--- src/hdl/pcd_pkg.sv ---
`timescale 1ns / 1ps
// Package for the periodic cutoff distance block: widths, register map,
// configuration bundle. No dependencies.

package pcd_pkg;

    // Default coordinate width, handed to the top-level parameter
    localparam int COORD_BITS_DEF = 20;

    // Fixed field widths
    localparam int BOX_W  = 19;
    localparam int CUT_W  = 21;
    localparam int IDX_W  = 20;
    localparam int DIST_W = 21;

    // Per-axis separation clamps at 2^DIST_W, so it needs one bit more
    localparam int SEP_W  = DIST_W + 1;
    localparam logic [SEP_W-1:0] SEP_MAX = SEP_W'(1) << DIST_W;

    // Square of a clamped separation, sum of three squares, root of the sum
    localparam int SQ_W   = 2 * DIST_W + 1;
    localparam int SUM_W  = SQ_W + 1;
    localparam int ROOT_W = SUM_W / 2;

    localparam logic [DIST_W-1:0] DIST_MAX = '1;

    // Pipeline shape: three axis stages, one sum stage, one root bit per stage
    localparam int AXIS_STAGES = 3;
    localparam int PIPE_STAGES = AXIS_STAGES + 1 + ROOT_W;

    // APB register map
    localparam int DATA_W    = 32;
    localparam int ADDR_W    = 5;
    localparam int REG_IDX_W = ADDR_W - 2;

    localparam logic [REG_IDX_W-1:0] REG_BOX_LENGTH = REG_IDX_W'(0);
    localparam logic [REG_IDX_W-1:0] REG_CUTOFF     = REG_IDX_W'(1);
    localparam logic [REG_IDX_W-1:0] REG_SLAB_MODE  = REG_IDX_W'(2);
    localparam logic [REG_IDX_W-1:0] REG_CENTER_X   = REG_IDX_W'(3);
    localparam logic [REG_IDX_W-1:0] REG_CENTER_Y   = REG_IDX_W'(4);
    localparam logic [REG_IDX_W-1:0] REG_CENTER_Z   = REG_IDX_W'(5);

    // Width-fixed configuration, shared by the register file and the datapath
    typedef struct packed {
        logic [BOX_W-1:0] box_length;
        logic [CUT_W-1:0] cutoff;     // two's complement, sign bit = take all
        logic             slab_mode;
    } cfg_t;

endpackage

--- src/hdl/pcd_sqrt.sv ---
`timescale 1ns / 1ps
// Pipelined integer square root (floor), one root bit resolved per stage.
// Depends on pcd_pkg.

module pcd_sqrt (
    input  logic                         aclk,
    input  logic                         en,
    input  logic [pcd_pkg::SUM_W-1:0]    radicand,
    output logic [pcd_pkg::ROOT_W-1:0]   root
);

    localparam int SW = pcd_pkg::SUM_W;
    localparam int RW = pcd_pkg::ROOT_W;

    logic [SW-1:0] rem_reg  [RW];
    logic [RW-1:0] root_reg [RW];

    // Remainder holds radicand - root^2; each stage tries the next lower bit
    for (genvar s = 0; s < RW; s++) begin : g_stage
        localparam int K = RW - 1 - s;

        logic [SW-1:0] rem_in;
        logic [RW-1:0] root_in;
        logic [SW:0]   trial;
        logic [SW-1:0] rem_next;
        logic [RW-1:0] root_next;

        if (s == 0) begin : g_first
            assign rem_in  = radicand;
            assign root_in = '0;
        end else begin : g_rest
            assign rem_in  = rem_reg[s-1];
            assign root_in = root_reg[s-1];
        end

        // (root + 2^K)^2 - root^2 = root * 2^(K+1) + 2^(2K)
        always_comb begin
            trial = ({1'b0, SW'(root_in)} << (K + 1)) + ((SW + 1)'(1) << (2 * K));
            if ({1'b0, rem_in} >= trial) begin
                rem_next  = rem_in - trial[SW-1:0];
                root_next = root_in | (RW'(1) << K);
            end else begin
                rem_next  = rem_in;
                root_next = root_in;
            end
        end

        always_ff @(posedge aclk) begin
            if (en) begin
                rem_reg[s]  <= rem_next;
                root_reg[s] <= root_next;
            end
        end
    end

    assign root = root_reg[RW-1];

endmodule
--- config.mk ---
export PLATFORM = sky130hd
export DESIGN_NAME = pcd_sqrt
export DESIGN_NICKNAME = d
export VERILOG_FILES = /design/src/hdl/pcd_pkg.sv /design/src/hdl/pcd_sqrt.sv
export SDC_FILE = /design/constraint.sdc
export NUM_CORES = 2
export LEC_CHECK = 0
export BUFFER_PORTS_ARGS = -buffer_cell sky130_fd_sc_hd__buf_2
export CAP_MARGIN = 20
export CELL_PAD_IN_SITES_DETAIL_PLACEMENT = 0
export CELL_PAD_IN_SITES_GLOBAL_PLACEMENT = 1
export CORE_MARGIN = 8
export CORE_UTILIZATION = 27
export DETAILED_ROUTE_END_ITERATION = 10
export PLACE_DENSITY = 0.57
export RECOVER_POWER = 25
export SLEW_MARGIN = 20
export SYNTH_ARGS = -nofsm -noshare
export SYNTH_HDL_FRONTEND = slang
export SYNTH_SLANG_ARGS = --single-unit
--- constraint.sdc ---
create_clock -name aclk -period 8.92 [get_ports aclk]
set_input_delay 1.784 -clock aclk [delete_from_list [all_inputs] [get_ports aclk]]
set_output_delay 1.784 -clock aclk [all_outputs]
set_load 0.01 [all_outputs]
==> metrics.txt <==
status finished, final reports clean; final setup vio count 0; # Max-Cap Violations 0; Avg Cell Area, Syn 12.8 µm²; initial antenna violation count 1; Post-synth ARST share 0; Slew HR 0.310; most common cell after layout, fill and taps aside edfxtp_1; gr usage total 0.107; first-pass GRT wire length about 190,000 µm; vias roughly 33,000; H-tree depth 4; Critical Path RT between 9 and 10 ns; CTS tree built; R2R Setup Slk between 4 and 5 ns; DRC 0; share of post-route cells with drive strength above 1 0.0765; PortBufs between 60 and 70; Die Footprint approximately 220,000 µm²; post-DP HPWL a little over 90,000 µm; Final min period between 4 and 5 ns; Critical Path End Type register; crit path cell chain or4_4 -> nor4_1 -> nand2_1 -> a2111oi_1 -> nor3_4 -> inv_2 -> mux2_4; Leakage roughly 23 nW; global placement routability congestion about 0.83; Ys Warns 0; number of vias per cell ~4.5; Pre-Repair DR Iteration Count 5; Post-synth top flop edfxtp_1; CTS resizes 0; Die Height about 470 µm; number of nets in the layout 4,832; post-CTS setup buffer count 0; Fin Hold WS roughly 0.42 ns; Power Density about 240 nW/µm²; most frequent cells in the layout edfxtp_1 (1,177), inv_1 (331), nor2_1 (275), ha_1 (271), nand2_1 (257); Fmax roughly 0.24 GHz; total routed wirelength roughly 120,000 µm; Mapped Area 55,800 µm²; drt wl/cell about 17 µm; CP max stage delay a little over 0.8 ns; CP max FO 27; flops & latches, synth 1,177; ANT nets after route 0; fillers 20,400; Final Skew a little over 0.04 ns; Arrival @ worst endpoint approximately 4.7 ns; Clock Tree Root clkbuf_16; via count of the first global-routing pass ~35,000; Iteration-0 DRC Markers about 1,700; Core Region between 200,000 and 250,000 µm²; Worst-Margin Slew approximately 1.0 ns; Final Max Slew Viols 0; critical path class reg -> reg; clk sinks ~1,200; largest net degree at the start of global routing between 150 and 200; area delta synth->final 14.6%; FP Rows 167; grt ovf 0; synthesized instance count between 4,000 and 5,000; Initial Util 0.271; register area share after synthesis 0.633; RSZ-0062 raised after global routing no; die span in x 471 µm; Hold Crit Class reg -> reg; Peak VDD IR 191 µV; fin crit share 0.465; Post-CTS Hold Buffers 0; Setup TNS 0 ns; Hold Vio Cnt, Final 0; CTS Buf Count roughly 130; CTS max path bufs 3; Critical Path Start Type register; max reg flops just over 900; Clock transition at path regs about 0.060 ns; Worst-Skew Late Latency ~0.78 ns; # IOs 68; Synth cell types slightly above 80; number of flops mapped to enable cells by yosys 1,177; Worst path slowest cell a2111oi_1; Syn Nets about 4,700
[area by class of cell]
type	instances	area (µm²)	area share
flip-flops and latches	1177	35300	0.553
multi-input cells	2773	19000	0.296
clock buffers	158	3400	0.0532
well taps	2704	3380	0.0529
inverters	336	1260	0.0197
clock inverters	73	977	0.0153
repair buffers	96	638	0.00998
diodes	1	2.50	0.0000391
[logic make-up after synthesis]
| logic type | synth area share |
|---|---|
| AO/OA/AOI/OAI | 0.0895 |
| multiplexers | 0.00834 |
| adder cells (fa/ha/maj) | 0.0607 |
| AND/OR/NAND/NOR | 0.119 |
| flip-flops | 0.633 |
| buffers and inverters | 0.0281 |
| XOR/XNOR | 0.0609 |
[per-stage QoR]
stage / utilization / instance area [µm²] / std cells / power (W) / setup WS [ns]
after CTS: 0.310 / 64000 / 7317 / 0.0157 / 4.61
after global routing: 0.310 / 64000 / 7318 / 0.0162 / 4.47
after floorplan: - / 55800 / 4364 / 0.00926 / 5.65
after detailed placement: 0.289 / 59600 / 7086 / 0.0101 / 4.63
final: 0.310 / 64000 / 7318 / 0.0154 / 4.78
after global placement: 0.289 / 59600 / 7086 / 0.0101 / 4.38
[worst max-delay path: cells and delay by family (launching register included)]
kind / cells / cell delay [ns]
buffers and inverters: 1 / 0.58
AND/OR/NAND/NOR: 4 / 1.70
multiplexers: 1 / 0.35
AO/OA/AOI/OAI: 1 / 0.82
flip-flops: 1 / 0.43
[path summary, 6_finish.rpt]
| kind | cells after the start | start | endpoint |
|---|---|---|---|
| worst min register to register | 0 | rem_reg[1][228] | rem_reg[1][272] |
| worst min-delay path | 0 | rem_reg[1][228] | rem_reg[1][272] |
| worst max register to register | 7 | rem_reg[1][294] | rem_reg[1][324] |
| worst max-delay path | 7 | rem_reg[1][294] | rem_reg[1][324] |
[power breakdown]
part / switching (W) / total, W / leakage [nW] / internal, W
clock network: 0.00231 / 0.00543 / 2.11 / 0.00312
registers: 0.000480 / 0.00743 / 11.3 / 0.00695
logic: 0.00149 / 0.00257 / 9.99 / 0.00108
total: 0.00428 / 0.0154 / 23.4 / 0.0112
[cells in the mapped netlist (8+ instances only)]
cell type / instances / area share
ha_1: 271 / 0.061
mux2_1: 16 / 0.0032
or3_1: 55 / 0.0062
nor2_2: 8 / 0.00090
nand4_1: 66 / 0.0074
a211oi_1: 17 / 0.0023
edfxtp_1: 1177 / 0.63
o21a_1: 53 / 0.0071
xor2_1: 186 / 0.029
nor2_1: 276 / 0.019
nand3b_1: 19 / 0.0026
or4_1: 45 / 0.0061
nor4_1: 135 / 0.015
a21oi_1: 256 / 0.023
a21o_1: 71 / 0.0095
nor3b_1: 18 / 0.0024
nand2b_1: 47 / 0.0053
nor4b_1: 19 / 0.0030
nand4b_1: 15 / 0.0024
a21boi_0: 12 / 0.0016
a211o_1: 9 / 0.0014
o31ai_1: 25 / 0.0034
xnor2_1: 202 / 0.032
o211ai_1: 17 / 0.0023
nor3_1: 130 / 0.012
a21oi_2: 10 / 0.0016
nand2_1: 257 / 0.017
or2_2: 12 / 0.0013
clkbuf_1: 72 / 0.0048
mux2_2: 12 / 0.0024
nand3_1: 65 / 0.0058
a31oi_1: 21 / 0.0024
o21ai_0: 173 / 0.016
a2111oi_0: 13 / 0.0020
nor2b_1: 32 / 0.0036
o21ai_1: 33 / 0.0030
inv_1: 331 / 0.022
o21bai_1: 17 / 0.0023
and3_1: 21 / 0.0024
and4b_1: 9 / 0.0016
and2_1: 12 / 0.0013
[per-layer routing]
| layer | wire (µm) | share of wire | vias to the layer above | global-route usage |
|---|---|---|---|---|
| met4 | 5920 | 0.049 | 0 | 0.0524 |
| li1 | - | - | 16700 | - |
| met1 | 44800 | 0.37 | 15800 | 0.105 |
| met5 | 0 | 0 | - | 0 |
| met2 | 67000 | 0.55 | 486 | 0.213 |
| met3 | 3450 | 0.029 | 285 | 0.0189 |
No activity file was read; power rests on OpenSTA's default activity.
