===== src/hdl/pcd_pkg.sv =====
`timescale 1ns / 1ps
// Package for the periodic cutoff distance block: widths, register map,
// configuration bundle. No dependencies.

package pcd_pkg;

    // Default coordinate width, handed to the top-level parameter
    localparam int COORD_BITS_DEF = 20;

    // Fixed field widths
    localparam int BOX_W  = 19;
    localparam int CUT_W  = 21;
    localparam int IDX_W  = 20;
    localparam int DIST_W = 21;

    // Per-axis separation clamps at 2^DIST_W, so it needs one bit more
    localparam int SEP_W  = DIST_W + 1;
    localparam logic [SEP_W-1:0] SEP_MAX = SEP_W'(1) << DIST_W;

    // Square of a clamped separation, sum of three squares, root of the sum
    localparam int SQ_W   = 2 * DIST_W + 1;
    localparam int SUM_W  = SQ_W + 1;
    localparam int ROOT_W = SUM_W / 2;

    localparam logic [DIST_W-1:0] DIST_MAX = '1;

    // Pipeline shape: three axis stages, one sum stage, one root bit per stage
    localparam int AXIS_STAGES = 3;
    localparam int PIPE_STAGES = AXIS_STAGES + 1 + ROOT_W;

    // APB register map
    localparam int DATA_W    = 32;
    localparam int ADDR_W    = 5;
    localparam int REG_IDX_W = ADDR_W - 2;

    localparam logic [REG_IDX_W-1:0] REG_BOX_LENGTH = REG_IDX_W'(0);
    localparam logic [REG_IDX_W-1:0] REG_CUTOFF     = REG_IDX_W'(1);
    localparam logic [REG_IDX_W-1:0] REG_SLAB_MODE  = REG_IDX_W'(2);
    localparam logic [REG_IDX_W-1:0] REG_CENTER_X   = REG_IDX_W'(3);
    localparam logic [REG_IDX_W-1:0] REG_CENTER_Y   = REG_IDX_W'(4);
    localparam logic [REG_IDX_W-1:0] REG_CENTER_Z   = REG_IDX_W'(5);

    // Width-fixed configuration, shared by the register file and the datapath
    typedef struct packed {
        logic [BOX_W-1:0] box_length;
        logic [CUT_W-1:0] cutoff;     // two's complement, sign bit = take all
        logic             slab_mode;
    } cfg_t;

endpackage


===== src/hdl/pcd_axis.sv =====
`timescale 1ns / 1ps
// One axis of the distance pipeline: absolute difference, minimum-image
// fold with clamp, square. Three register stages. Depends on pcd_pkg.

module pcd_axis #(
    parameter int COORD_BITS = pcd_pkg::COORD_BITS_DEF
) (
    input  logic                            aclk,
    input  logic                            en,
    input  logic                            fold_en,
    input  logic [pcd_pkg::BOX_W-1:0]       box_length,
    input  logic signed [COORD_BITS-1:0]    center,
    input  logic signed [COORD_BITS-1:0]    atom,
    output logic [pcd_pkg::SQ_W-1:0]        sq
);

    localparam int DW = COORD_BITS + 1;
    localparam int AW = (DW > pcd_pkg::SEP_W) ? DW : pcd_pkg::SEP_W;

    logic signed [DW-1:0]              diff;
    logic [DW-1:0]                     abs_next, abs_reg;
    logic [AW-1:0]                     t_w, box_w, fold_w;
    logic                              do_fold;
    logic [pcd_pkg::SEP_W-1:0]         sep_next, sep_reg;
    logic [2*pcd_pkg::SEP_W-1:0]       prod;
    logic [pcd_pkg::SQ_W-1:0]          sq_next, sq_reg;

    // Stage 1: |center - atom|
    always_comb begin
        diff     = DW'(center) - DW'(atom);
        abs_next = diff[DW-1] ? unsigned'(-diff) : unsigned'(diff);
    end

    // Stage 2: if enabled, fold once when twice the separation exceeds a non-zero box; then clamp to SEP_MAX
    always_comb begin
        t_w     = AW'(abs_reg);
        box_w   = AW'(box_length);
        do_fold = fold_en && (box_length != '0) && ({t_w, 1'b0} > {1'b0, box_w});
        if (do_fold) begin
            fold_w = (t_w > box_w) ? (t_w - box_w) : (box_w - t_w);
        end else begin
            fold_w = t_w;
        end
        if (fold_w > AW'(pcd_pkg::SEP_MAX)) begin
            sep_next = pcd_pkg::SEP_MAX;
        end else begin
            sep_next = fold_w[pcd_pkg::SEP_W-1:0];
        end
    end

    // Stage 3: square; clamped input keeps it within SQ_W bits
    always_comb begin
        prod    = sep_reg * sep_reg;
        sq_next = prod[pcd_pkg::SQ_W-1:0];
    end

    always_ff @(posedge aclk) begin
        if (en) begin
            abs_reg <= abs_next;
            sep_reg <= sep_next;
            sq_reg  <= sq_next;
        end
    end

    assign sq = sq_reg;

endmodule


===== config.mk =====
export PLATFORM = sky130hd
export DESIGN_NAME = pcd_axis
export DESIGN_NICKNAME = d
export VERILOG_FILES = /design/src/hdl/pcd_pkg.sv /design/src/hdl/pcd_axis.sv
export SDC_FILE = /design/constraint.sdc
export NUM_CORES = 1
export LEC_CHECK = 0
export ABC_AREA = 1
export BUFFER_PORTS_ARGS = -buffer_cell sky130_fd_sc_hd__buf_4
export CELL_PAD_IN_SITES_DETAIL_PLACEMENT = 1
export CELL_PAD_IN_SITES_GLOBAL_PLACEMENT = 2
export CORE_MARGIN = 1.5
export CORE_UTILIZATION = 39
export DETAILED_ROUTE_END_ITERATION = 10
export PLACE_DENSITY_LB_ADDON = 0.1
export SLEW_MARGIN = 0
export SYNTH_ARGS = -nofsm -noshare
export SYNTH_HDL_FRONTEND = slang
export SYNTH_SLANG_ARGS = --single-unit
export TNS_END_PERCENT = 5

===== constraint.sdc =====
create_clock -name aclk -period 7.57 [get_ports aclk]
set_clock_uncertainty 0.1 [all_clocks]
set_input_delay 0.757 -clock aclk [delete_from_list [all_inputs] [get_ports aclk]]
set_output_delay 0.757 -clock aclk [all_outputs]
set_load 0.03 [all_outputs]

==> metrics.txt <==
status complete, no violations; I/O Pins about 110; Die Wd between 200 and 250 um; Critical Path Sink Type register; area added between synthesis and finish 9.86%; fraction of final layout cells with drive strength greater than 1 0.0815; drt drc 0; cell chosen for the clock root sky130_fd_sc_hd__clkbuf_16; RePlAce Congestion 0.940; global-route wire length before repair around 110000 um; number of antenna violations at the first check in global routing 2; kind of critical path reg -> reg; sequential share of the synthesized area 0.116; clock slew seen by the registers of the worst setup and hold paths approximately 70 ps; placeable core region ~0.055 mm^2; most used flip-flop cell after synthesis sky130_fd_sc_hd__edfxtp_1; I/O Buffers between 100 and 150; DRT iter0 DRCs roughly 740; starting utilization of the core area 0.397; number of unique standard cell types used by synthesis 53; number of global-route vias before repair about 21000; number of cell rows 86; synthesis warning total 0; Die Span Y 241 um; Total Routed Length 70200 um; Syn Nets between 3000 and 4000; Filler cells ~7000; number of buffers on the longest clock path 2; Congestion Overflow GR 0; headroom to the max-slew limit 0.349; Layout Nets ~3600; count of maximum capacitance violations 0; most instantiated library cell after synthesis sky130_fd_sc_hd__inv_1; Area contributors post-synth sky130_fd_sc_hd__fa_1 31%, sky130_fd_sc_hd__ha_1 13%, sky130_fd_sc_hd__inv_1 13%; RSZ-0062 raised after global routing false; 1st-pass router iterations 4; number of endpoints failing setup at the final stage 0; clk sinks 85; number of pins exceeding their max-slew limit in the final report 0; DR WL/cell between 15 and 20 um; number of endpoints with negative hold slack in the final report 0; number of synthesized register bits between 80 and 90; count of flip-flops with a built-in enable after synthesis 85; clock latency on the worst-skew pair 390 ps; final period utilization 0.947; proportion of synthesized flip-flops having asynchronous set or reset 0; Worst EP required roughly 7600 ps; clock tree from TritonCTS done; achievable frequency about 140 MHz; fraction of synthesized cell area taken by the top area cell type 0.313; final core utilization 0.436; largest net degree at the start of global routing 71; mapped cell area 0.0220 mm^2; overall routing resource usage 0.257; average cell area after synthesis ~7.8 um^2; max FFs per register between 40 and 50; number of levels in the clock H-tree 3; total CTS buffers 9; Antenna Violating Nets Remaining 0; fin crit period just over 7000 ps; sort of element at the start of the critical path register; average via count per standard cell slightly below 5; Via Count 18074; Hold Crit Class in -> reg; Post-CTS Hold Buffers 0; Max FO, Critical Path 12; Total Neg Setup Slack 0 ps; leading area contributor after synthesis sky130_fd_sc_hd__fa_1; crit path DAT approximately 7000 ps; Worst-Margin Slew 976 ps; ranking of synthesized cells by instance count 757 x sky130_fd_sc_hd__inv_1, 615 x sky130_fd_sc_hd__nand2_1, 344 x sky130_fd_sc_hd__fa_1; area of the die approximately 0.058 mm^2; post-detail-place hpwl around 60000 um; cell count after synthesis 2824
[per-stage QoR]
| step | hold slack (ps) | instance area [um^2] | setup slack, ps | cells |
|---|---|---|---|---|
| floorplan | 392 | 22000 | 1120 | 2824 |
| global placement | 684 | 23700 | 249 | 3643 |
| detailed placement | 695 | 23700 | 167 | 3643 |
| CTS | 690 | 24000 | 108 | 3659 |
| global route | 702 | 24200 | 10.4 | 3679 |
| finish | 707 | 24200 | 404 | 3680 |
[cell families (layout without fill, tap and decap cells)]
family | Yosys count | after routing | share of synthesized area
XOR/XNOR | 100 | 100 | 0.0398
other | 1 | 2 | 0.000170
AO/OA/AOI/OAI | 274 | 274 | 0.0715
AND/OR/NAND/NOR | 947 | 947 | 0.179
adder cells (fa/ha/maj) | 580 | 580 | 0.447
buffers and inverters | 837 | 944 | 0.147
flip-flops | 85 | 85 | 0.116
[critical path, cell delays in order, from the launching register on]
cell and delay (ps):
sky130_fd_sc_hd__edfxtp_1 700, sky130_fd_sc_hd__nand2_1 170, sky130_fd_sc_hd__inv_1 100, sky130_fd_sc_hd__fa_1 530, sky130_fd_sc_hd__inv_1 60, sky130_fd_sc_hd__fa_1 510, sky130_fd_sc_hd__inv_1 60, sky130_fd_sc_hd__fa_1 510
sky130_fd_sc_hd__fa_1 530, sky130_fd_sc_hd__inv_1 60, sky130_fd_sc_hd__fa_1 530, sky130_fd_sc_hd__inv_1 50, sky130_fd_sc_hd__fa_1 500, sky130_fd_sc_hd__fa_1 430, sky130_fd_sc_hd__ha_1 400, sky130_fd_sc_hd__a21oi_1 160
sky130_fd_sc_hd__inv_1 90, sky130_fd_sc_hd__a31oi_1 280, sky130_fd_sc_hd__o21ai_0 190, sky130_fd_sc_hd__nand2_1 100, sky130_fd_sc_hd__nand2_1 70, sky130_fd_sc_hd__a21oi_1 370, sky130_fd_sc_hd__o21ai_0 200, sky130_fd_sc_hd__xor2_1 200
[layout by cell type (no fill, tap or decap), types with 11 or more instances in the layout]
cell type	n
sky130_fd_sc_hd__inv_1	757
sky130_fd_sc_hd__nand2_1	615
sky130_fd_sc_hd__fa_1	344
sky130_fd_sc_hd__ha_1	236
sky130_fd_sc_hd__nor2_1	159
sky130_fd_sc_hd__buf_4	159
sky130_fd_sc_hd__a21oi_1	112
sky130_fd_sc_hd__edfxtp_1	85
sky130_fd_sc_hd__nand3_1	76
sky130_fd_sc_hd__xor2_1	69
sky130_fd_sc_hd__o21ai_0	69
sky130_fd_sc_hd__xnor2_1	31
sky130_fd_sc_hd__nand4_1	22
sky130_fd_sc_hd__a31oi_1	20
sky130_fd_sc_hd__nor3_1	18
sky130_fd_sc_hd__nand2_2	18
sky130_fd_sc_hd__o21ai_1	13
sky130_fd_sc_hd__o21bai_1	11
sky130_fd_sc_hd__a21o_1	11
[repair_timing]
action,CTS,global route
setup buffers,0,20
gates resized for setup,0,1
endpoints found under the setup margin,0,5
[path summary, 6_finish.rpt]
| check | startpoint | endpoint | slack (ps) | cells past startpoint |
|---|---|---|---|---|
| worst min-delay path | en | sep_reg[20] | 710 | 1 |
| worst max-delay path | sep_reg[12] | sq[29] | 400 | 23 |
| worst min register to register | abs_reg[0] | sep_reg[0] | 720 | 2 |
| worst max register to register | sep_reg[12] | sq[29] | 400 | 23 |
[per-layer routing]
metal	track usage	wire [um]
met1	0.324	31100
met5	0	0
met2	0.466	35700
met4	0.0820	2190
met3	0.0198	1260
[cell type report]
| type | count | area [um^2] | area share |
|---|---|---|---|
| Clock buffer | 9 | 225 | 0.00932 |
| Tap cell | 748 | 936 | 0.0387 |
| Inverter | 765 | 2880 | 0.119 |
| Sequential cell | 85 | 2550 | 0.106 |
| Multi-Input combinational cell | 1902 | 16200 | 0.671 |
| Antenna cell | 1 | 2.50 | 0.000104 |
| Clock inverter | 7 | 85.1 | 0.00352 |
| Timing Repair Buffer | 163 | 1270 | 0.0527 |
Power is not shown: default switching activity piles up to over one toggle a cycle in this logic, so the estimate is an artifact.
