File: config.mk
export PLATFORM = sky130hd
export DESIGN_NAME = pcd_regs
export DESIGN_NICKNAME = d
export VERILOG_FILES = /design/src/hdl/pcd_pkg.sv /design/src/hdl/pcd_regs.sv
export SDC_FILE = /design/constraint.sdc
export NUM_CORES = 1
export LEC_CHECK = 0
export BUFFER_PORTS_ARGS = -buffer_cell sky130_fd_sc_hd__buf_4
export CORE_ASPECT_RATIO = 1.2
export CORE_UTILIZATION = 25
export CTS_CLUSTER_DIAMETER = 30
export DETAILED_ROUTE_END_ITERATION = 7
export GPL_TIMING_DRIVEN = 0
export PLACE_DENSITY_LB_ADDON = 0.25
export RECOVER_POWER = 100
export SLEW_MARGIN = 20
export SYNTH_ARGS = -nofsm -noshare
export SYNTH_HDL_FRONTEND = slang
export SYNTH_SLANG_ARGS = --single-unit
File: constraint.sdc
create_clock -name aclk -period 1.4 [get_ports aclk]
set_clock_uncertainty 0.2 [all_clocks]
set_input_delay 0.14 -clock aclk [delete_from_list [all_inputs] [get_ports aclk]]
set_output_delay 0.14 -clock aclk [all_outputs]
set_load 0.1 [all_outputs]
File: src/hdl/pcd_pkg.sv
`timescale 1ns / 1ps
// Package for the periodic cutoff distance block: widths, register map,
// configuration bundle. No dependencies.

package pcd_pkg;

    // Default coordinate width, handed to the top-level parameter
    localparam int COORD_BITS_DEF = 20;

    // Fixed field widths
    localparam int BOX_W  = 19;
    localparam int CUT_W  = 21;
    localparam int IDX_W  = 20;
    localparam int DIST_W = 21;

    // Per-axis separation clamps at 2^DIST_W, so it needs one bit more
    localparam int SEP_W  = DIST_W + 1;
    localparam logic [SEP_W-1:0] SEP_MAX = SEP_W'(1) << DIST_W;

    // Square of a clamped separation, sum of three squares, root of the sum
    localparam int SQ_W   = 2 * DIST_W + 1;
    localparam int SUM_W  = SQ_W + 1;
    localparam int ROOT_W = SUM_W / 2;

    localparam logic [DIST_W-1:0] DIST_MAX = '1;

    // Pipeline shape: three axis stages, one sum stage, one root bit per stage
    localparam int AXIS_STAGES = 3;
    localparam int PIPE_STAGES = AXIS_STAGES + 1 + ROOT_W;

    // APB register map
    localparam int DATA_W    = 32;
    localparam int ADDR_W    = 5;
    localparam int REG_IDX_W = ADDR_W - 2;

    localparam logic [REG_IDX_W-1:0] REG_BOX_LENGTH = REG_IDX_W'(0);
    localparam logic [REG_IDX_W-1:0] REG_CUTOFF     = REG_IDX_W'(1);
    localparam logic [REG_IDX_W-1:0] REG_SLAB_MODE  = REG_IDX_W'(2);
    localparam logic [REG_IDX_W-1:0] REG_CENTER_X   = REG_IDX_W'(3);
    localparam logic [REG_IDX_W-1:0] REG_CENTER_Y   = REG_IDX_W'(4);
    localparam logic [REG_IDX_W-1:0] REG_CENTER_Z   = REG_IDX_W'(5);

    // Width-fixed configuration, shared by the register file and the datapath
    typedef struct packed {
        logic [BOX_W-1:0] box_length;
        logic [CUT_W-1:0] cutoff;     // two's complement, sign bit = take all
        logic             slab_mode;
    } cfg_t;

endpackage

File: src/hdl/pcd_regs.sv
`timescale 1ns / 1ps
// APB register file for the periodic cutoff distance block.
// Depends on pcd_pkg.

module pcd_regs #(
    parameter int COORD_BITS = pcd_pkg::COORD_BITS_DEF
) (
    input  logic                          aclk,
    input  logic                          aresetn,
    input  logic                          psel,
    input  logic                          penable,
    input  logic                          pwrite,
    input  logic [pcd_pkg::ADDR_W-1:0]    paddr,
    input  logic [pcd_pkg::DATA_W-1:0]    pwdata,
    output logic [pcd_pkg::DATA_W-1:0]    prdata,
    output logic                          pready,
    output pcd_pkg::cfg_t                 cfg,
    output logic signed [COORD_BITS-1:0]  center_x,
    output logic signed [COORD_BITS-1:0]  center_y,
    output logic signed [COORD_BITS-1:0]  center_z
);

    pcd_pkg::cfg_t                  cfg_reg;
    logic signed [COORD_BITS-1:0]   center_x_reg;
    logic signed [COORD_BITS-1:0]   center_y_reg;
    logic signed [COORD_BITS-1:0]   center_z_reg;
    logic [pcd_pkg::REG_IDX_W-1:0]  reg_idx;
    logic                           wr_en;

    assign pready  = 1'b1;
    assign reg_idx = paddr[pcd_pkg::ADDR_W-1:2];
    assign wr_en   = psel && penable && pwrite;

    // Register writes; unknown indexes fall through
    always_ff @(posedge aclk) begin
        if (!aresetn) begin
            cfg_reg.box_length <= '0;
            cfg_reg.cutoff     <= '1;
            cfg_reg.slab_mode  <= 1'b0;
            center_x_reg       <= '0;
            center_y_reg       <= '0;
            center_z_reg       <= '0;
        end else if (wr_en) begin
            unique case (reg_idx)
                pcd_pkg::REG_BOX_LENGTH: cfg_reg.box_length <= pwdata[pcd_pkg::BOX_W-1:0];
                pcd_pkg::REG_CUTOFF:     cfg_reg.cutoff     <= pwdata[pcd_pkg::CUT_W-1:0];
                pcd_pkg::REG_SLAB_MODE:  cfg_reg.slab_mode  <= pwdata[0];
                pcd_pkg::REG_CENTER_X:   center_x_reg       <= pwdata[COORD_BITS-1:0];
                pcd_pkg::REG_CENTER_Y:   center_y_reg       <= pwdata[COORD_BITS-1:0];
                pcd_pkg::REG_CENTER_Z:   center_z_reg       <= pwdata[COORD_BITS-1:0];
                default: ;
            endcase
        end
    end

    // Read mux, signed registers sign-extended
    always_comb begin
        unique case (reg_idx)
            pcd_pkg::REG_BOX_LENGTH: prdata = pcd_pkg::DATA_W'(cfg_reg.box_length);
            pcd_pkg::REG_CUTOFF:     prdata = pcd_pkg::DATA_W'(signed'(cfg_reg.cutoff));
            pcd_pkg::REG_SLAB_MODE:  prdata = pcd_pkg::DATA_W'(cfg_reg.slab_mode);
            pcd_pkg::REG_CENTER_X:   prdata = pcd_pkg::DATA_W'(center_x_reg);
            pcd_pkg::REG_CENTER_Y:   prdata = pcd_pkg::DATA_W'(center_y_reg);
            pcd_pkg::REG_CENTER_Z:   prdata = pcd_pkg::DATA_W'(center_z_reg);
            default:                 prdata = '0;
        endcase
    end

    assign cfg      = cfg_reg;
    assign center_x = center_x_reg;
    assign center_y = center_y_reg;
    assign center_z = center_z_reg;

endmodule

==> metrics.cfg, run 1 <==
[drt]
postRouteAntennaNets=0
dr.pass1.iters=4
met1Wirelength_um=7860
vias_per_cell=4.92
drc=0
wl_met3_um=1420
wl_met2_um=9810
top_layer_used=met4
dr_total_vias=4670
drt_iter0_markers=252
wire_per_inst_um=20.5
wl_um=19500

[job]
max-cap-violations=0

[finish]
largest_reg_flops=41
area_growth_pct=82.3
drive_above_1_share_pct=50.8
final_nets=764
diodes=0

[floorplanning]
rows=54
coreArea_um2=18200
io_pins=176
start_util_pct=25.5
fp.dieH_um=152
die_w_um=127
dieArea_um2=19200

[critical_path]
cp_cell_sequence=mux2i_4 > o2bb2ai_4 > a31o_4 > buf_12 > buf_12 > buf_12
reg2reg_slack_ps=370
end_kind=output port
cp.required_ps=1060
critical_path_class=register to output port
cp_common_cell=buf_12
slowest_stage=dfxtp_4
r2r_end=cfg[0]
cp-start-kind=register
slowest_delay_ps=350
r2r_start=cfg[0]
rr_worst_depth=3
arrival_ps=1620
critPathBufInv=3
path_max_fanout=7
cpLargestDelayFamily=buffers and inverters

[logic_synthesis]
ys_warn_count=0
netlist_instances=498
syn_nets=540
synth.distinct_cells=34
syn_avg_cell_area_um2=9.35
ys_ff_latch=101
synth-seq-area-share_pct=43.4
synthesis.area_um2=4660

[placed_design]
port_buffers=160
gp_congestion=0.780
dp_hpwl_um=13600

[clocking]
clk_path_buf_depth=2
ctsHtreeMaxLevel=3
cts.sinks=101
clk_latency_ps=340
cts.clk_slew.worst_paths_ps=70
numCtsBuffers=9
cts_tree=built
cts-root-buf=clkbuf_16

[global_routing]
grtUsageTotal_pct=20.6
grt_overflow=0
first_global_vias=4904
grt_max_degree=16
grt_pass1_wl_um=29100
antenna_found_initial=0

[pwr]
p_total_mw=7.10
power_frac_comb_pct=23.6
intPower_mw=4.95
swShare_pct=30.3
seq_power_share_pct=40.8
power.density_nw_per_um2=836
leakagePower_nw=3.40
clock_power_share_pct=35.6
peakVddDrop_mv=0.665
net-switching-power_mw=2.15

[timing]
setup_viol=82
max_freq_ghz=0.511
maxSlewViolCount=0
worst_pin_slew_ps=736
worst_slack_ps=-559
slew_headroom_pct=50.9
hold_violations=0
fin_crit_ps=1960
grt_setup_unrepaired=true
fin_hold_ws_ps=33.4
post-route-period-util_pct=140

[run_status]
status=finished with violations
violations=negative setup slack

[worst_hold_path]
holdPathStages=3
min_to=cfg[1]
worstHoldPathType=input port to register
worstHoldStart=paddr[3]

[layout by cell type, fill, tap and decap left out, types with 9 or more instances in the layout]
master           n
clkbuf_1        16
dfxtp_4         17
clkbuf_2        10
dfxtp_2         42
buf_12          50
clkbuf_16       11
buf_4          137
o311ai_0        22
mux2_4           9
nand2_1        108
dlygate4sd3_1   21
mux2i_1         82
mux2i_4         17
o22ai_4          9
o21ai_0         21
buf_6           10
inv_1           21
dfxtp_1         42
[cells by family (layout without fill, tap and decap cells)]
logic type	count (synthesis)	count (layout)	synth area share [%]
compound gates	84	84	13.1
buf+inv	78	306	8.14
flops	101	101	43.4
mux	110	110	24.2
other cells	1	1	0.0805
simple gates	124	124	11.0
[repair_timing]
action,CTS,global route
pin swaps,5,6
setup buffers,19,14
cloned,1,0
gates resized for setup,186,37
hold buffers,22,0
endpoints found under the setup margin,34,77
endpoints found under the hold margin,98,0
[worst min-delay path, delay by kind of cell]
family | cells | cell delay [ps]
AO/OA/AOI/OAI | 1 | 110
buffers and inverters | 1 | 90
AND/OR/NAND/NOR | 1 | 180
[cells in the mapped netlist, drive strengths merged]
cell type	number	area [um^2]
clkbuf	26	97.6
o41ai	1	8.76
a221oi	2	17.5
o21a	2	15.0
a22oi	16	120
nor2	6	25.0
nor2b	1	6.26
o221ai	8	70.1
o2bb2ai	1	8.76
nand2b	2	12.5
nand4	1	6.26
o21ai	21	105
buf	30	199
and3b	1	8.76
and2	1	6.26
mux2	10	113
nand2	108	405
mux4	1	22.5
nand4b	1	23.8
or2	1	6.26
mux2i	99	991
inv	22	82.6
or3	1	6.26
conb	1	3.75
a31o	2	17.5
o22ai	9	56.3
dfxtp	101	2020
o311ai	22	193
nor3b	1	7.51
[metal layers]
layer  global-route usage, %  vias up
li1                        -     2205
met1                    25.4     2254
met2                    35.2      184
met3                    5.02       27
met4                    7.35        0
met5                       0        -
[through the flow]
stage | instance area [um^2] | utilization (%) | worst slack [ps] | setup TNS [ps] | instances
after CTS | 8510 | 46.6 | -557 | -12620 | 938
after global placement | 6910 | 37.9 | -902 | -43740 | 882
after global routing | 8490 | 46.5 | -595 | -25050 | 950
after detailed placement | 6910 | 37.9 | -915 | -48670 | 882
final | 8490 | 46.5 | -559 | -18590 | 950
after floorplan | 5430 | - | -537 | -13240 | 498
[how the worst max path moves through the flow]
| stage | endpoint | depth (start not counted) | start |
|---|---|---|---|
| 2_1_floorplan | prdata[21] | 4 | center_z[19] |
| 3_3_place_gp | prdata[30] | 8 | paddr[3] |
| 3_5_place_dp | prdata[29] | 8 | paddr[3] |
| 4_1_cts | prdata[23] | 6 | center_y[19] |
| 5_1_grt | prdata[21] | 6 | center_y[19] |
| 6_report | prdata[21] | 6 | center_y[19] |
[area by class of cell]
class                           count  area (um^2)
Clock buffer                       12          246
Clock inverter                      3         46.3
Fill cell                        1733         9750
Inverter                           22         82.6
Multi-Input combinational cell    319         2910
Sequential cell                   101         2140
Buffer                             53          547
Timing Repair Buffer              216         2240
Tap cell                          224          280
[power groups by stage]
stage               Sequential, mW  Clock [mW]  Combinational [mW]
detailed placement            2.87           0                1.29
global placement              2.87           0                1.27
global route                  2.90        2.73                1.74
finish                        2.89        2.53                1.67
floorplan                     3.04           0               0.766
CTS                           2.80        2.57                1.64
Note: power is estimated with default switching activity, not from simulation.
==> run 2, diff against run 1 <==
--- a/config.mk
+++ b/config.mk
@@ -6,7 +6,7 @@
 export NUM_CORES = 1
 export LEC_CHECK = 0
 export BUFFER_PORTS_ARGS = -buffer_cell sky130_fd_sc_hd__buf_4
-export CORE_ASPECT_RATIO = 1.2
+export CORE_ASPECT_RATIO = 1.1
 export CORE_UTILIZATION = 25
 export CTS_CLUSTER_DIAMETER = 30
 export DETAILED_ROUTE_END_ITERATION = 7
==> run 2 against run 1 <==
The run still ends with negative setup slack left. Global-route usage is 0.52 points lower. Routed wire length is 0.14% lower. Clock power is 3% higher. First-iteration DRC count is 7.5% higher. Count of clock-buffer cells in the layout stayed put. Total power is 0.38% higher. Flip-flop and latch count stayed put. Critical path type unchanged. Largest cell class unchanged. Largest power group unchanged.
==> metrics.cfg, run 2 (synthesis results as in run 1) <==
[clocking]
cts.clk_slew.worst_paths_ps=70  ; about the same
ctsHtreeMaxLevel=3  ; unchanged
numCtsBuffers=9  ; unchanged
cts-root-buf=clkbuf_16
clk_latency_ps=350  ; about the same
clk_path_buf_depth=2  ; unchanged
cts.sinks=101  ; unchanged
cts_tree=built

[floorplanning]
die_w_um=132  ; +4.4%
start_util_pct=25.9  ; +0.35 points
coreArea_um2=18000  ; -1.4%
fp.dieH_um=145  ; -4.2%
dieArea_um2=19200  ; about the same
rows=51  ; -5.6%
io_pins=176  ; unchanged

[finish]
diodes=0  ; unchanged
final_nets=753  ; -1.4%
largest_reg_flops=41  ; unchanged
drive_above_1_share_pct=52.0  ; +1.1 points
most-common-layout-cells=127 x buf_4, 108 x nand2_1, 82 x mux2i_1
area_growth_pct=80.4
final_cells=954  ; +0.42%
final_common_cell=buf_4

[timing]
post-route-period-util_pct=139  ; -0.64 points
maxSlewViolCount=0  ; unchanged
hold_violations=0  ; unchanged
grt_setup_unrepaired=true
slew_headroom_pct=54.9  ; +4.0 points
setup_viol=32  ; -61%
fin_setup_tns_ps=-12960  ; +5630 ps
max_freq_ghz=0.513  ; +0.46%
worst_pin_slew_ps=677  ; -59.3 ps
worst_slack_ps=-550  ; +8.90 ps
fin_crit_ps=1950  ; -8.90 ps

[drt]
drc=0  ; unchanged
wire_per_inst_um=20.4  ; -0.56%
postRouteAntennaNets=0  ; unchanged
drt_iter0_markers=271  ; +7.5%
vias_per_cell=4.84  ; -1.5%
dr.pass1.iters=7  ; +3
wl_um=19400  ; -0.14%
dr_total_vias=4618  ; -1.1%

[critical_path]
cp_common_cell=buf_12
end_kind=output port
cp-start-kind=register
r2r_start=cfg[1]
cp_cell_sequence=mux2i_4 > o2bb2ai_4 > a31o_4 > buf_12 > buf_12 > buf_12
cp.required_ps=1060  ; about the same
arrival_ps=1610  ; about the same
critPathBufInv=3  ; unchanged
critical_path_class=register to output port
cpLargestDelayFamily=buffers and inverters
slowest_stage=dfxtp_4
path_max_fanout=6  ; -1
cp-startpoint=center_y[19]
slowest_delay_ps=350  ; about the same

[global_routing]
antenna_found_initial=0  ; unchanged
first_global_vias=4715  ; -3.9%
grtUsageTotal_pct=20.1  ; -0.52 points
grt_max_degree=17  ; +1
grt_overflow=0  ; unchanged
grt_pass1_wl_um=28600  ; -1.7%

[placed_design]
dp_hpwl_um=13600  ; +0.18%
port_buffers=160  ; unchanged
gp_congestion=0.814  ; +4.5%
place_inst=896  ; +1.6%

[worst_hold_path]
worstHoldStart=paddr[3]
worstHoldPathType=input port to register

[pwr]
p_total_mw=7.12  ; +0.38%
power.density_nw_per_um2=848  ; +1.4%
peakVddDrop_mv=0.637  ; -4.2%
leakagePower_nw=3.33  ; -2.0%

[job]
max-cap-violations=0  ; unchanged

[run_status]
status=finished with violations
violations=negative setup slack

==> run 2: per-layer routing <==
layer | up-vias | wire [um] | part of all wire, % | global-route usage, %
li1 | 2180 | - | - | -
met1 | 2255 | 8370 | 43 | 25.1
met2 | 161 | 9560 | 49 | 34.5
met3 | 22 | 1190 | 6.1 | 4.68
met4 | 0 | 318 | 1.6 | 5.35
met5 | - | 0 | 0 | 0
==> run 2: worst paths after layout <==
kind                       to  slack (ps)  cells after the start
setup / recovery   prdata[28]        -550                      6
hold / removal        cfg[21]          20                      3
setup reg to reg       cfg[1]         380                      3
hold reg to reg   center_y[0]         270                      2
==> run 2: report_power, final <==
group	total, mW	internal [mW]	leakage (nW)	switching, mW
logic	1.64	0.617	2.35	1.02
registers	2.89	2.86	0.839	0.0273
clock network	2.60	1.48	0.149	1.12
==> run 2: worst min-delay path, stage by stage <==
cell,delay (ps)
buf_4,90
nand4b_4,170
o311ai_0,110
==> run 2: cell type report <==
class,count,area (um^2)
Clock buffer,12,256
Fill cell,1739,9590
Sequential cell,101,2160
Multi-Input combinational cell,319,2910
Buffer,55,571
Clock inverter,4,47.5
Tap cell,238,298
Inverter,22,82.6
Timing Repair Buffer,203,2070
==> run 2: timing repair <==
action | CTS | global route
cloned | 0 | 1
endpoints found under the hold margin | 97 | 1
setup endpoints to repair | 33 | 96
gates resized for setup | 135 | 82
pin swaps | 3 | 1
hold buffers | 22 | 1
setup buffers | 12 | 8
==> run 2: through the flow <==
stage	util, %	hold slack (ps)	worst slack [ps]	instance area (um^2)
finish	46.7	16.4	-550	8400
CTS	45.3	5.04	-543	8140
detailed placement	38.5	258	-873	6930
global route	46.7	29.2	-579	8400
floorplan	-	116	-537	5430
global placement	38.5	253	-856	6930
